**src/rtl/kuznyechik_block_cipher_top_defines.svh**
```systemverilog
// Assertion macros for the Kuznyechik block cipher.
// Included by the top level; no other dependencies.
`ifndef KUZNYECHIK_BLOCK_CIPHER_TOP_DEFINES_SVH
`define KUZNYECHIK_BLOCK_CIPHER_TOP_DEFINES_SVH
`ifndef SYNTHESIS
// Same-cycle implication
`define KBC_ASSERT_IMP(label, clk, rst_n, ante, cons) \
    label: assert property (@(posedge clk) disable iff (!rst_n) (ante) |-> (cons)) \
        else $error("kbc: same-cycle check failed");
// Next-cycle implication
`define KBC_ASSERT_NXT(label, clk, rst_n, ante, cons) \
    label: assert property (@(posedge clk) disable iff (!rst_n) (ante) |=> (cons)) \
        else $error("kbc: next-cycle check failed");
`else
`define KBC_ASSERT_IMP(label, clk, rst_n, ante, cons)
`define KBC_ASSERT_NXT(label, clk, rst_n, ante, cons)
`endif
`endif

```
**src/rtl/kbc_ram.sv**
```systemverilog
// Generic simple dual-port RAM: one write port, one read port, registered read.
// No dependencies.
module kbc_ram #(
    parameter int WIDTH = 64,
    parameter int DEPTH = 10,
    localparam int AW   = $clog2(DEPTH)
) (
    input  logic             i_clk,
    input  logic             i_we,
    input  logic [AW-1:0]    i_waddr,
    input  logic [WIDTH-1:0] i_wdata,
    input  logic [AW-1:0]    i_raddr,
    output logic [WIDTH-1:0] o_rdata
);

    logic [WIDTH-1:0] r_mem [DEPTH];
    logic [WIDTH-1:0] r_rdata;

    // Write and read; the read data is registered
    always_ff @(posedge i_clk) begin
        if (i_we) begin
            r_mem[i_waddr] <= i_wdata;
        end
        r_rdata <= r_mem[i_raddr];
    end

    assign o_rdata = r_rdata;

endmodule

```
**config.mk**
```make
export PLATFORM = sky130hd
export DESIGN_NAME = kbc_ram
export DESIGN_NICKNAME = d
export VERILOG_FILES = /design/src/rtl/kuznyechik_block_cipher_top_defines.svh /design/src/rtl/kbc_ram.sv
export SDC_FILE = /design/constraint.sdc
export NUM_CORES = 1
export LEC_CHECK = 0
export ABC_AREA = 0
export BUFFER_PORTS_ARGS = -buffer_cell sky130_fd_sc_hd__buf_4
export CAP_MARGIN = 25
export CORE_ASPECT_RATIO = 0.9
export CORE_MARGIN = 2
export CORE_UTILIZATION = 25
export DETAILED_ROUTE_END_ITERATION = 12
export SYNTH_ARGS = -nofsm -noshare
export SYNTH_HDL_FRONTEND = slang
export SYNTH_SLANG_ARGS = --single-unit
```
**constraint.sdc**
```tcl
create_clock -name i_clk -period 8 [get_ports i_clk]
set_input_delay 1.6 -clock i_clk [delete_from_list [all_inputs] [get_ports i_clk]]
set_output_delay 1.6 -clock i_clk [all_outputs]
set_load 0.1 [all_outputs]
```
After elaboration in Yosys (flattened, before gate mapping). Memory sizes are Yosys's and may differ from the RTL's. A register that Yosys moved wholly into a read port is not among the register bits. Cells that the tools add are included.

Register bits after elaboration: 0. Latch bits: 0. Bits in writable memories: 640. Bits in read-only memories: 0. Word-level logic and storage cells: 3. Memories: 1.

Memory list: r_mem (words 10, bits a word 64, read ports 1, clocked after memory_dff 1, wr ports 1, RTL line kbc_ram.sv:16) `logic [WIDTH-1:0] r_mem [DEPTH];`.

Bitwise gates (word level): 0. $mul: 0. Muxes and demuxes: 2. Divide/modulo/power cells: 0. Equality and inequality tests: 0. Order comparisons: 0. $add $sub $neg: 0. Reductions and logical operators: 0. Shifts and indexed selects: 0.

Operator list (count): 2-to-1 mux 1 bit (2).

Logic depth before layout (Yosys ltp).
Word-level depth: 2. Mapped depth: 6. Mapped depth without buffers: 3.

Least setup slack after synthesis. Ideal clock, no wire load.

Path type: input to register. Start: in i_waddr[2]. End: mem r_mem[0][0], enable pin. Stages: 2. Required time: 7.435 ns. Setup time: 0.565 ns. Path buffers: 0. Arrival: 6.465 ns. Path slack: 0.970 ns. Cell sequence: or3b_2 > nor3_1.

RTL lines: from (decl) (RTL line kbc_ram.sv:10) `input logic [AW-1:0] i_waddr,`; to (decl) (RTL line kbc_ram.sv:16).

No word-level cell before the write port.

==> results.tsv <==
metric	value	unit
status	complete, no violations	
cts_tree	yes	
vdd_drop_max	0.141	mV
clock-sinks	704	
drt_iter0_drc	911	
multiInputGateArea	0.00564	mm^2
min_period_over_period	0.428	
setup_viol_count_final	0	
avgSynthCellArea	19.3	um^2
maxSlewHeadroom	0.312	
period_minus_slack	3430	ps
fill_cells	10300	
final_area	0.0317	mm^2
post-place-ws	3900	ps
synth_cells	1376	
ys_warn_count	0	
worst-endpoint-arrival	3910	ps
finish.net_count	1615	
antenna_left	0	
post_cts_buffers	0	
crit_fanout	130	
first_global_vias	13700	
die_x	348	um
vias_per_cell	4.34	
cts_hold_buf	0	
portBuffers	137	
grt_max_degree	131	
grt_util_all_layers	0.112	
clk_pin_slew	60	ps
final_core_util	0.301	
clk-insertion-delay-late	610	ps
final_common_cell	edfxtp_1	
grt_pass1_wl	90300	um
fin_tns_setup	0	ps
overflow	0	
hp-class	reg2reg	
yosysUniqueCellTypes	21	
final_cells	2986	
dpl_cell_area	0.0294	mm^2
drv_slew	0	
drive_gt1_frac	0.337	
totalWireLength	61700	um
setup_ws	4570	ps
rows	113	
via_count	13000	
timing.hold.ws	576	ps
drc	0	
ys_seq_elements	704	
fin_skew	19.3	ps
rsz0062_at_grt	no	
firstDrtPassIters	5	
start_util	0.252	
wl_per_cell	20.7	um
fp.coreArea	0.105	mm^2
leakagePower	10.6	nW
syn-cell-area	0.0266	mm^2
critPathLaunchType	primary input	
ios	138	
cts-buffers-inserted	74	
antenna_found_initial	16	
ctsResizeCount	0	
tightest_slew	1030	ps
syn_nets	1450	
fin_total_pwr	8.11	mW
power.density	255	mW/mm^2
cp-end-kind	register	
dieArea	0.109	mm^2
layout_common_cells	640 x edfxtp_1, 192 x mux2_2, 150 x buf_4	
synth_seq_area_share	0.772	
dp_hpwl	34300	um
place_inst	2845	
cap_violations	0	
fmax	292	MHz
crit_required	8480	ps
cts_buffer_depth	3	
h-tree-depth	3	
seq_area	0.0205	mm^2
routabilityCongestion	0.683	
root_buffer	clkbuf_16	
final-hold-violation-count	0	
r2r_slack	6800	ps
crit_type	in2reg	
die_h	313	um
syn_to_final_growth	19.5	%
-- kinds of logic (layout without fill, tap and decap cells) --
group | count (synthesis) | after routing | share of synthesized area
DFF | 704 | 704 | 0.772
muxes | 320 | 320 | 0.130
AOI/OAI and AO/OA | 192 | 192 | 0.0663
and+or+nand+nor | 84 | 84 | 0.0129
buffers and inverters | 76 | 301 | 0.0195
other | 0 | 5 | 0
-- synth_stat cells --
master | instances | share of area
edfxtp_1 | 640 | 0.72
mux2_2 | 192 | 0.081
mux2i_1 | 128 | 0.048
nand2_1 | 66 | 0.0093
a22o_1 | 64 | 0.021
dfxtp_1 | 64 | 0.048
o22ai_1 | 64 | 0.015
o31ai_2 | 64 | 0.030
clkbuf_1 | 29 | 0.0041
buf_4 | 14 | 0.0040
buf_1 | 9 | 0.0013
buf_2 | 9 | 0.0017
buf_6 | 8 | 0.0034
nor2_1 | 8 | 0.0011
buf_12 | 6 | 0.0045
nand2b_1 | 3 | 0.00071
nor3_1 | 3 | 0.00057
nand3b_1 | 2 | 0.00057
buf_8 | 1 | 0.00057
nor2b_1 | 1 | 0.00024
or3b_2 | 1 | 0.00033
-- report_power, final --
part	switching (mW)	leakage [nW]	internal [mW]
clock network	1.36	1.15	1.95
registers	0.0404	6.32	4.11
logic	0.462	3.14	0.194
-- worst max-delay path: stages --
cell and delay [ps]:
buf_8 560, buf_12 730, mux2i_1 160, a22o_1 310
o31ai_2 380
-- metal layers --
layer  GRT usage  vias up  share of wire
met4      0.0354       28          0.021
li1            -     5847              -
met3      0.0303      100          0.060
met2       0.177      270           0.46
met1       0.149     6712           0.46
met5           0        -         0.0028
-- worst paths after layout --
| kind | start | end | cells after the start |
|---|---|---|---|
| worst max-delay path | i_raddr[0] | o_rdata[1] | 5 |
| worst min register to register | r_mem[9][23] | o_rdata[23] | 3 |
| worst min-delay path | r_mem[9][23] | o_rdata[23] | 3 |
| worst max register to register | r_mem[0][1] | o_rdata[1] | 3 |
-- flip-flops by register name (all words and copies together), names as in the netlist --
register / count
o_rdata: 64
r_mem: 640
-- cell type report --
cell class	instances	share of cell area
clock buffers	116	0.0674
multi-input cells	596	0.178
diodes	5	0.000394
well taps	1380	0.0544
repair buffers	165	0.0473
flip-flops and latches	704	0.646
clock inverters	20	0.00694
No activity file was read; power rests on OpenSTA's default activity.
